==> src/rtl/core/acps_pkg.sv <==
// Shared types, constants and register indexes for the circle pixel shader.
`timescale 1ns / 1ps

package acps_pkg;

    // Frame size defaults
    localparam int FRAME_WIDTH_DEF  = 1024;
    localparam int FRAME_HEIGHT_DEF = 1024;

    // Field widths
    localparam int COORD_W = 11;
    localparam int CENTER_W = 16;
    localparam int RADIUS_W = 14;
    localparam int COLOR_W = 8;
    localparam int SOFT_W = 12;
    localparam int ALPHA_W = 9;
    localparam int CFG_IDX_W = 3;
    localparam int CFG_DATA_W = 16;

    // Arithmetic widths
    localparam int MAG_W = 16;                  // |dx|, |dy|
    localparam int SQ_W = 2 * MAG_W;            // dx^2, dy^2
    localparam int RSQ_W = 2 * RADIUS_W;        // radius^2 and positive margin
    localparam int NUM_W = RSQ_W + 4;           // margin * 16
    localparam int DIV_W = SOFT_W + 8;          // 255 * softness
    localparam int QUOT_W = 8;                  // quotient bits below saturation
    localparam int REM_W = DIV_W + QUOT_W;      // remainder width once below 256*div

    // Full coverage value
    localparam logic [ALPHA_W-1:0] ALPHA_FULL = 9'd256;

    // Configuration register indexes
    localparam logic [CFG_IDX_W-1:0] CFG_CENTER_X = 3'd0;
    localparam logic [CFG_IDX_W-1:0] CFG_CENTER_Y = 3'd1;
    localparam logic [CFG_IDX_W-1:0] CFG_RADIUS   = 3'd2;
    localparam logic [CFG_IDX_W-1:0] CFG_FILL_R   = 3'd3;
    localparam logic [CFG_IDX_W-1:0] CFG_FILL_G   = 3'd4;
    localparam logic [CFG_IDX_W-1:0] CFG_FILL_B   = 3'd5;
    localparam logic [CFG_IDX_W-1:0] CFG_SOFT     = 3'd6;

    localparam logic [SOFT_W-1:0] SOFT_RESET = 12'd16;

    // Old pixel bytes carried down the pipe
    typedef struct packed {
        logic [COLOR_W-1:0] blue;
        logic [COLOR_W-1:0] green;
        logic [COLOR_W-1:0] red;
    } t_pix;

    // Divider pipe bus: partial remainder, quotient so far, saturation and pixel
    typedef struct packed {
        logic [REM_W-1:0]  rem;
        logic [QUOT_W-1:0] quot;
        logic              sat;
        t_pix              pix;
    } t_div_bus;

endpackage

==> src/rtl/core/acps_dist_lane.sv <==
// One axis lane: offset from the circle center and its registered square.
`timescale 1ns / 1ps

module acps_dist_lane (
    input  logic                                   i_clk,
    input  logic                                   i_en,
    input  logic [acps_pkg::COORD_W-1:0]           i_coord,
    input  logic signed [acps_pkg::CENTER_W-1:0]   i_center,
    output logic [acps_pkg::SQ_W-1:0]              o_sq
);

    localparam int DIFF_W = acps_pkg::COORD_W + 4 + 2;

    logic signed [DIFF_W-1:0]       w_diff;
    logic [DIFF_W-1:0]              w_abs;
    logic [acps_pkg::MAG_W-1:0]     w_mag;
    logic [acps_pkg::SQ_W-1:0]      r_sq;

    // Offset in 1/16 pixel and its magnitude
    assign w_diff = signed'({2'b00, i_coord, 4'b0000})
                  - DIFF_W'(i_center);
    assign w_abs  = w_diff[DIFF_W-1] ? DIFF_W'(-w_diff) : DIFF_W'(w_diff);
    assign w_mag  = w_abs[acps_pkg::MAG_W-1:0];

    // Square and hold
    always_ff @(posedge i_clk) begin
        if (i_en) begin
            r_sq <= w_mag * w_mag;
        end
    end

    assign o_sq = r_sq;

endmodule

==> src/rtl/core/acps_div_step.sv <==
// One restoring division step: retires a single quotient bit per stage.
`timescale 1ns / 1ps

module acps_div_step #(
    parameter int SHIFT = 7
) (
    input  logic                              i_clk,
    input  logic                              i_en,
    input  logic [acps_pkg::DIV_W-1:0]        i_div,
    input  acps_pkg::t_div_bus                i_bus,
    output acps_pkg::t_div_bus                o_bus
);

    logic [acps_pkg::REM_W-1:0] w_trial;
    logic                       w_take;
    acps_pkg::t_div_bus         n_bus;
    acps_pkg::t_div_bus         r_bus;

    // Compare against the shifted divisor and subtract when it fits
    assign w_trial = acps_pkg::REM_W'(i_div) << SHIFT;
    assign w_take  = i_bus.rem >= w_trial;

    always_comb begin
        n_bus = i_bus;
        if (w_take) begin
            n_bus.rem         = i_bus.rem - w_trial;
            n_bus.quot[SHIFT] = 1'b1;
        end
    end

    always_ff @(posedge i_clk) begin
        if (i_en) begin
            r_bus <= n_bus;
        end
    end

    assign o_bus = r_bus;

endmodule

==> src/rtl/core/acps_blend_lane.sv <==
// One color channel lane: mixes the old byte with the fill byte by coverage.
`timescale 1ns / 1ps

module acps_blend_lane (
    input  logic                               i_clk,
    input  logic                               i_en,
    input  logic [acps_pkg::COLOR_W-1:0]       i_old,
    input  logic [acps_pkg::COLOR_W-1:0]       i_fill,
    input  logic [acps_pkg::ALPHA_W-1:0]       i_alpha,
    output logic [acps_pkg::COLOR_W-1:0]       o_new
);

    localparam int PROD_W = acps_pkg::COLOR_W + acps_pkg::ALPHA_W;

    logic [acps_pkg::ALPHA_W-1:0] w_inv;
    logic [PROD_W-1:0]            w_sum;
    logic [acps_pkg::COLOR_W-1:0] r_new;

    // Weighted sum stays below 2^16, so the byte is bits 15:8
    assign w_inv = acps_pkg::ALPHA_FULL - i_alpha;
    assign w_sum = PROD_W'(i_old * w_inv) + PROD_W'(i_fill * i_alpha);

    always_ff @(posedge i_clk) begin
        if (i_en) begin
            r_new <= w_sum[2*acps_pkg::COLOR_W-1:acps_pkg::COLOR_W];
        end
    end

    assign o_new = r_new;

endmodule

==> src/rtl/core/antialiased_circle_pixel_shader.sv <==
// Top level of the anti-aliased circle pixel shader: config, pipeline control, merge.
//
//  channel   direction  handshake                    payload
//  pixel in  input      i_in_valid / o_in_ready      i_pixel_x, i_pixel_y, i_old_*
//  pixel out output     o_out_valid / i_out_ready    o_new_*, o_coverage
//  config    input      i_cfg_we                     i_cfg_idx, i_cfg_data
//
//  One item per clock while the output is not stalled, through 12 register stages: squares,
//  margin, saturation check, eight restoring divide steps (one quotient bit each), blend.
//  Reset clears the stage valid bits and sets the configuration registers to their defaults.
//  A stalled output fills bubbles first; o_in_ready drops only when all stages hold items.
`timescale 1ns / 1ps

module antialiased_circle_pixel_shader #(
    parameter int FRAME_WIDTH  = acps_pkg::FRAME_WIDTH_DEF,
    parameter int FRAME_HEIGHT = acps_pkg::FRAME_HEIGHT_DEF
) (
    input  logic                                 i_clk,
    input  logic                                 i_rst_n,
    // Config port
    input  logic                                 i_cfg_we,
    input  logic [acps_pkg::CFG_IDX_W-1:0]       i_cfg_idx,
    input  logic [acps_pkg::CFG_DATA_W-1:0]      i_cfg_data,
    // Pixel in
    input  logic                                 i_in_valid,
    output logic                                 o_in_ready,
    input  logic [acps_pkg::COORD_W-1:0]         i_pixel_x,
    input  logic [acps_pkg::COORD_W-1:0]         i_pixel_y,
    input  logic [acps_pkg::COLOR_W-1:0]         i_old_blue,
    input  logic [acps_pkg::COLOR_W-1:0]         i_old_green,
    input  logic [acps_pkg::COLOR_W-1:0]         i_old_red,
    // Pixel out
    output logic                                 o_out_valid,
    input  logic                                 i_out_ready,
    output logic [acps_pkg::COLOR_W-1:0]         o_new_blue,
    output logic [acps_pkg::COLOR_W-1:0]         o_new_green,
    output logic [acps_pkg::COLOR_W-1:0]         o_new_red,
    output logic [acps_pkg::ALPHA_W-1:0]         o_coverage
);

    localparam int NSTG     = 3 + acps_pkg::QUOT_W + 1;
    localparam int DIV_BASE = 3;
    localparam int BLEND    = NSTG - 1;
    localparam int CMP_W    = acps_pkg::COORD_W + 1;

    // Configuration registers
    logic signed [acps_pkg::CENTER_W-1:0] r_center_x;
    logic signed [acps_pkg::CENTER_W-1:0] r_center_y;
    logic [acps_pkg::RADIUS_W-1:0]        r_radius;
    logic [acps_pkg::COLOR_W-1:0]         r_fill_red;
    logic [acps_pkg::COLOR_W-1:0]         r_fill_green;
    logic [acps_pkg::COLOR_W-1:0]         r_fill_blue;
    logic [acps_pkg::SOFT_W-1:0]          r_soft;

    // Pipeline control
    logic [NSTG-1:0] r_vld;
    logic [NSTG-1:0] w_en;

    // Stage 0: squares and pixel bytes
    logic [acps_pkg::SQ_W-1:0] w_sq_x;
    logic [acps_pkg::SQ_W-1:0] w_sq_y;
    logic                      r_s0_inframe;
    acps_pkg::t_pix            r_s0_pix;
    logic                      w_inframe;

    // Stage 1: scaled margin
    logic [acps_pkg::SQ_W:0]     w_sum;
    logic [acps_pkg::RSQ_W-1:0]  w_rad_sq;
    logic [acps_pkg::RSQ_W-1:0]  w_margin;
    logic                        w_pos;
    logic [acps_pkg::NUM_W-1:0]  r_s1_num;
    acps_pkg::t_pix              r_s1_pix;

    // Stage 2 onward: divider bus
    logic [acps_pkg::SOFT_W-1:0] w_soft;
    logic [acps_pkg::DIV_W-1:0]  w_div;
    logic                        w_sat;
    acps_pkg::t_div_bus          r_s2_bus;
    acps_pkg::t_div_bus          w_div_bus [acps_pkg::QUOT_W+1];

    // Merge stage
    logic [acps_pkg::ALPHA_W-1:0] w_alpha;
    logic [acps_pkg::ALPHA_W-1:0] r_coverage;
    acps_pkg::t_div_bus           w_last;

    // Write configuration registers; unknown indexes are dropped
    always_ff @(posedge i_clk) begin
        if (!i_rst_n) begin
            r_center_x   <= '0;
            r_center_y   <= '0;
            r_radius     <= '0;
            r_fill_red   <= '0;
            r_fill_green <= '0;
            r_fill_blue  <= '0;
            r_soft       <= acps_pkg::SOFT_RESET;
        end else if (i_cfg_we) begin
            unique case (i_cfg_idx)
                acps_pkg::CFG_CENTER_X: r_center_x <= signed'(i_cfg_data);
                acps_pkg::CFG_CENTER_Y: r_center_y <= signed'(i_cfg_data);
                acps_pkg::CFG_RADIUS:   r_radius <= i_cfg_data[acps_pkg::RADIUS_W-1:0];
                acps_pkg::CFG_FILL_R:   r_fill_red <= i_cfg_data[acps_pkg::COLOR_W-1:0];
                acps_pkg::CFG_FILL_G:   r_fill_green <= i_cfg_data[acps_pkg::COLOR_W-1:0];
                acps_pkg::CFG_FILL_B:   r_fill_blue <= i_cfg_data[acps_pkg::COLOR_W-1:0];
                acps_pkg::CFG_SOFT:     r_soft <= i_cfg_data[acps_pkg::SOFT_W-1:0];
                default: begin
                end
            endcase
        end
    end

    // Advance a stage when it is empty or the next one advances
    assign w_en[NSTG-1] = !r_vld[NSTG-1] || i_out_ready;
    generate
        for (genvar k = 0; k < NSTG - 1; k++) begin : g_en
            assign w_en[k] = !r_vld[k] || w_en[k+1];
        end
    endgenerate

    always_ff @(posedge i_clk) begin
        if (!i_rst_n) begin
            r_vld <= '0;
        end else begin
            if (w_en[0]) begin
                r_vld[0] <= i_in_valid;
            end
            for (int k = 1; k < NSTG; k++) begin
                if (w_en[k]) begin
                    r_vld[k] <= r_vld[k-1];
                end
            end
        end
    end

    assign o_in_ready = w_en[0];

    // Stage 0: one square lane per axis
    acps_dist_lane u_lane_x (
        .i_clk    (i_clk),
        .i_en     (w_en[0]),
        .i_coord  (i_pixel_x),
        .i_center (r_center_x),
        .o_sq     (w_sq_x)
    );

    acps_dist_lane u_lane_y (
        .i_clk    (i_clk),
        .i_en     (w_en[0]),
        .i_coord  (i_pixel_y),
        .i_center (r_center_y),
        .o_sq     (w_sq_y)
    );

    assign w_inframe = ({1'b0, i_pixel_x} < CMP_W'(FRAME_WIDTH))
                    && ({1'b0, i_pixel_y} < CMP_W'(FRAME_HEIGHT));

    always_ff @(posedge i_clk) begin
        if (w_en[0]) begin
            r_s0_inframe   <= w_inframe;
            r_s0_pix.blue  <= i_old_blue;
            r_s0_pix.green <= i_old_green;
            r_s0_pix.red   <= i_old_red;
        end
    end

    // Stage 1: margin inside the circle, zero when outside or off frame
    assign w_rad_sq = r_radius * r_radius;
    assign w_sum    = {1'b0, w_sq_x} + {1'b0, w_sq_y};
    assign w_pos    = r_s0_inframe && (w_sum < (acps_pkg::SQ_W+1)'(w_rad_sq));
    assign w_margin = w_rad_sq - w_sum[acps_pkg::RSQ_W-1:0];

    always_ff @(posedge i_clk) begin
        if (w_en[1]) begin
            r_s1_num <= w_pos ? {w_margin, 4'b0000} : '0;
            r_s1_pix <= r_s0_pix;
        end
    end

    // Stage 2: divisor 255*softness and saturation at full coverage
    assign w_soft = (r_soft == '0) ? acps_pkg::SOFT_W'(1) : r_soft;
    assign w_div  = {w_soft, 8'b0000_0000} - acps_pkg::DIV_W'(w_soft);
    assign w_sat  = r_s1_num >= (acps_pkg::NUM_W'(w_div) << acps_pkg::QUOT_W);

    always_ff @(posedge i_clk) begin
        if (w_en[2]) begin
            r_s2_bus.rem  <= r_s1_num[acps_pkg::REM_W-1:0];
            r_s2_bus.quot <= '0;
            r_s2_bus.sat  <= w_sat;
            r_s2_bus.pix  <= r_s1_pix;
        end
    end

    // Stages 3..10: one quotient bit per stage, high bit first
    assign w_div_bus[0] = r_s2_bus;
    generate
        for (genvar j = 0; j < acps_pkg::QUOT_W; j++) begin : g_div
            acps_div_step #(
                .SHIFT (acps_pkg::QUOT_W - 1 - j)
            ) u_step (
                .i_clk (i_clk),
                .i_en  (w_en[DIV_BASE+j]),
                .i_div (w_div),
                .i_bus (w_div_bus[j]),
                .o_bus (w_div_bus[j+1])
            );
        end
    endgenerate

    // Merge: pick coverage and blend the three channels
    assign w_last  = w_div_bus[acps_pkg::QUOT_W];
    assign w_alpha = w_last.sat ? acps_pkg::ALPHA_FULL
                                : acps_pkg::ALPHA_W'(w_last.quot);

    acps_blend_lane u_blend_b (
        .i_clk   (i_clk),
        .i_en    (w_en[BLEND]),
        .i_old   (w_last.pix.blue),
        .i_fill  (r_fill_blue),
        .i_alpha (w_alpha),
        .o_new   (o_new_blue)
    );

    acps_blend_lane u_blend_g (
        .i_clk   (i_clk),
        .i_en    (w_en[BLEND]),
        .i_old   (w_last.pix.green),
        .i_fill  (r_fill_green),
        .i_alpha (w_alpha),
        .o_new   (o_new_green)
    );

    acps_blend_lane u_blend_r (
        .i_clk   (i_clk),
        .i_en    (w_en[BLEND]),
        .i_old   (w_last.pix.red),
        .i_fill  (r_fill_red),
        .i_alpha (w_alpha),
        .o_new   (o_new_red)
    );

    always_ff @(posedge i_clk) begin
        if (w_en[BLEND]) begin
            r_coverage <= w_alpha;
        end
    end

    assign o_coverage  = r_coverage;
    assign o_out_valid = r_vld[NSTG-1];

    // Input stalls only when every stage holds an item
    a_full_stall: assert property (@(posedge i_clk) disable iff (!i_rst_n)
        !o_in_ready |-> &r_vld)
        else $error("input stalled with a bubble in the pipe");

    // Coverage never exceeds full
    a_cov_range: assert property (@(posedge i_clk) disable iff (!i_rst_n)
        o_out_valid |-> (o_coverage <= acps_pkg::ALPHA_FULL))
        else $error("coverage above full");

    // Full coverage gives the fill color
    a_full_fill: assert property (@(posedge i_clk) disable iff (!i_rst_n)
        (o_out_valid && (o_coverage == acps_pkg::ALPHA_FULL)) |->
        ((o_new_red == r_fill_red) && (o_new_green == r_fill_green)
         && (o_new_blue == r_fill_blue)))
        else $error("full coverage without fill color");

    // An item in the last divide stage moves into the merge stage when it advances
    a_item_moves: assert property (@(posedge i_clk) disable iff (!i_rst_n)
        (r_vld[BLEND-1] && w_en[BLEND]) |=> r_vld[BLEND])
        else $error("item lost entering the merge stage");

endmodule
==> config.mk <==
export PLATFORM = sky130hd
export DESIGN_NAME = antialiased_circle_pixel_shader
export DESIGN_NICKNAME = d
export VERILOG_FILES = /design/src/rtl/core/acps_pkg.sv /design/src/rtl/core/acps_dist_lane.sv /design/src/rtl/core/acps_div_step.sv /design/src/rtl/core/acps_blend_lane.sv /design/src/rtl/core/antialiased_circle_pixel_shader.sv
export SDC_FILE = /design/constraint.sdc
export NUM_CORES = 2
export LEC_CHECK = 0
export BUFFER_PORTS_ARGS = -buffer_cell sky130_fd_sc_hd__buf_2
export CAP_MARGIN = 20
export CORE_MARGIN = 8
export CORE_UTILIZATION = 44
export CTS_CLUSTER_SIZE = 8
export DETAILED_ROUTE_END_ITERATION = 8
export SKIP_CTS_REPAIR_TIMING = 1
export SLEW_MARGIN = 30
export SYNTH_ARGS = -nofsm -noshare
export SYNTH_HDL_FRONTEND = slang
export SYNTH_HIERARCHICAL = 1
export SYNTH_SLANG_ARGS = --single-unit
==> constraint.sdc <==
create_clock -name i_clk -period 27.2 [get_ports i_clk]
set_input_delay 0 -clock i_clk [delete_from_list [all_inputs] [get_ports i_clk]]
set_output_delay 0 -clock i_clk [all_outputs]
set_load 0.01 [all_outputs]
==> impl_metrics.env <==
export IMPL_min_path_cells=4
export IMPL_fin_ws_ns=16.73
export IMPL_cts_max_level=3
export IMPL_gp_congestion=0.903
export IMPL_rows=153
export IMPL_post_place_ws_ns=16.77
export IMPL_die_h_um=434
export IMPL_fin_cells=10300
export IMPL_setup_viol=0
export IMPL_fin_crit_ns=10.47
export IMPL_finalHoldViolCount=0
export IMPL_grt_pass1_wl_um=317000
export IMPL_finClkSkew_ns=0.0800
export IMPL_critical_path_top_delay_family="adder cells"
export IMPL_fin_setup_tns_ns=0
export IMPL_viasPerCell=5.33
export IMPL_r2r_slack_ns=16.73
export IMPL_final_nets=9484
export IMPL_status="complete, no violations"
export IMPL_syn_area_sq_um=76700
export IMPL_root_buffer="clkbuf_16"
export IMPL_reg2reg_to="u_lane_y/o_sq[30]$_DFFE_PP_"
export IMPL_cts_sinks=775
export IMPL_start_util=0.442
export IMPL_ff2ff_path_depth=32
export IMPL_drt_wl_total_um=200000
export IMPL_clk_path_buf_depth=3
export IMPL_slew_headroom=0.303
export IMPL_dp_cells=10000
export IMPL_clk_latency_ns=0.75
export IMPL_first_pass_iters=5
export IMPL_wl_per_cell_um=19.4
export IMPL_grt_use_total=0.213
export IMPL_finalInstanceArea_sq_um=83800
export IMPL_antenna_found_initial=14
export IMPL_grt_max_degree=95
export IMPL_areaGrowthSynthToFinish_pct=9.29
export IMPL_cpMostUsedCell="fa_1"
export IMPL_critPathSlowestCell="xnor2_1"
export IMPL_drv_cap=0
export IMPL_clock_fmax_mhz=95.5
export IMPL_portBuffers=104
export IMPL_worstPathRequired_ns=27.63
export IMPL_tightest_slew_ns=1.04
export IMPL_fp_coreArea_sq_um=174000
export IMPL_crit_buf_inv=5
export IMPL_syn_inst=7714
export IMPL_finalCritPeriodShare=0.385
export IMPL_r2r_start="r_center_y[0]$_SDFFE_PN0P_"
export IMPL_io_pins=105
export IMPL_ys_warn_count=6
export IMPL_grt_pass1_vias=56600
export IMPL_critical_path_class="flop to flop"
export IMPL_cp_arrival_ns=10.90
export IMPL_holdPathEnd="r_center_y[14]$_SDFFE_PN0P_"
export IMPL_vias=54800
export IMPL_hold_class="primary input to flop"
export IMPL_placed_area_sq_um=79800
export IMPL_crit_path_max_incr_delay_ns=0.64
export IMPL_drt_iter0_drc=3534
export IMPL_end_kind="flop"
export IMPL_min_from="i_cfg_data[14]"
export IMPL_final_max_slew_violation_count=0
export IMPL_rsz0062_at_grt="false"
export IMPL_grt_overflow=0
export IMPL_ant_nets=0
export IMPL_cts_buffers=110
export IMPL_hpwl_um=155000
export IMPL_fp_dieW_um=434
export IMPL_synth_avg_cell_area_sq_um=9.94
export IMPL_crit_path_max_fanout=15
export IMPL_cts_tree="built"
export IMPL_start_kind="flop"
export IMPL_clk_pin_slew_worst_paths_ns=0.05
export IMPL_remaining_drc_errors=0
export IMPL_crit_start="r_center_y[0]$_SDFFE_PN0P_"
export IMPL_die_area_sq_um=188000
export IMPL_layout_drive_gt1_share=0.0690
[state kept, by name, indices dropped and copies added (netlist names), 9 cells and up]
register            flops
r_s1_pix               24
r_center_y             16
r_radius               14
g_div.u_step/o_bus    460
o_coverage              9
r_s0_pix               24
r_vld                  12
r_s2_bus               49
r_s1_num               28
u_lane_x/o_sq          31
r_center_x             16
r_soft                 12
u_lane_y/o_sq          31
[cell usage in the layout (no fill, tap or decap), types with 103 or more instances in the layout]
master / count
fa_1: 769
xnor2_1: 252
a21o_1: 140
xor2_1: 131
ha_1: 754
nand2_1: 796
and2_1: 307
inv_1: 1392
a21oi_1: 309
o21ai_0: 211
buf_2: 103
nor2_1: 410
clkbuf_16: 110
edfxtp_1: 681
[tightest hold or removal path, stage by stage]
cell and delay [ns]:
dlygate4sd3_1 0.52, buf_2 0.14, nand2_1 0.05, a21boi_0 0.06
[metal layers]
metal | vias to the layer above | wire [um] | track usage
li1 | 25900 | - | -
met1 | 27300 | 88500 | 0.289
met2 | 1286 | 94900 | 0.357
met3 | 282 | 9840 | 0.0267
met4 | 6 | 6290 | 0.0652
met5 | - | 167 | 0
[through the flow]
| step | hold WS [ns] | utilization |
|---|---|---|
| 2_1_floorplan | 0.0989 | - |
| 5_1_grt | 0.141 | 0.483 |
| 4_1_cts | -0.648 | 0.478 |
| 3_5_place_dp | 0.179 | 0.459 |
| 6_report | 0.121 | 0.483 |
| 3_3_place_gp | 0.177 | 0.459 |
[final cells by class]
type / instances / area [sq um]
clock inverter: 13 / 241
multi-input combinational: 5355 / 48300
inverter: 1412 / 5300
clock buffer: 161 / 2970
timing repair buffer: 237 / 1720
tap: 2325 / 2910
sequential: 775 / 22300
fill: 16100 / 89800
antenna: 5 / 12.5
[worst max-delay path by stage]
stage                                  endpoint  slack [ns]  depth (start not counted)
floorplan           u_lane_y/o_sq[30]$_DFFE_PP_       18.08                         37
global placement    u_lane_y/o_sq[30]$_DFFE_PP_       17.17                         32
detailed placement  u_lane_y/o_sq[30]$_DFFE_PP_       16.77                         32
CTS                 u_lane_y/o_sq[30]$_DFFE_PP_       16.75                         32
global route        u_lane_y/o_sq[28]$_DFFE_PP_       15.70                         32
finish              u_lane_y/o_sq[30]$_DFFE_PP_       16.73                         32
Power is left out: the tool's default activity adds up to more than one toggle a clock period on the data nets, which glitch-free logic cannot reach.
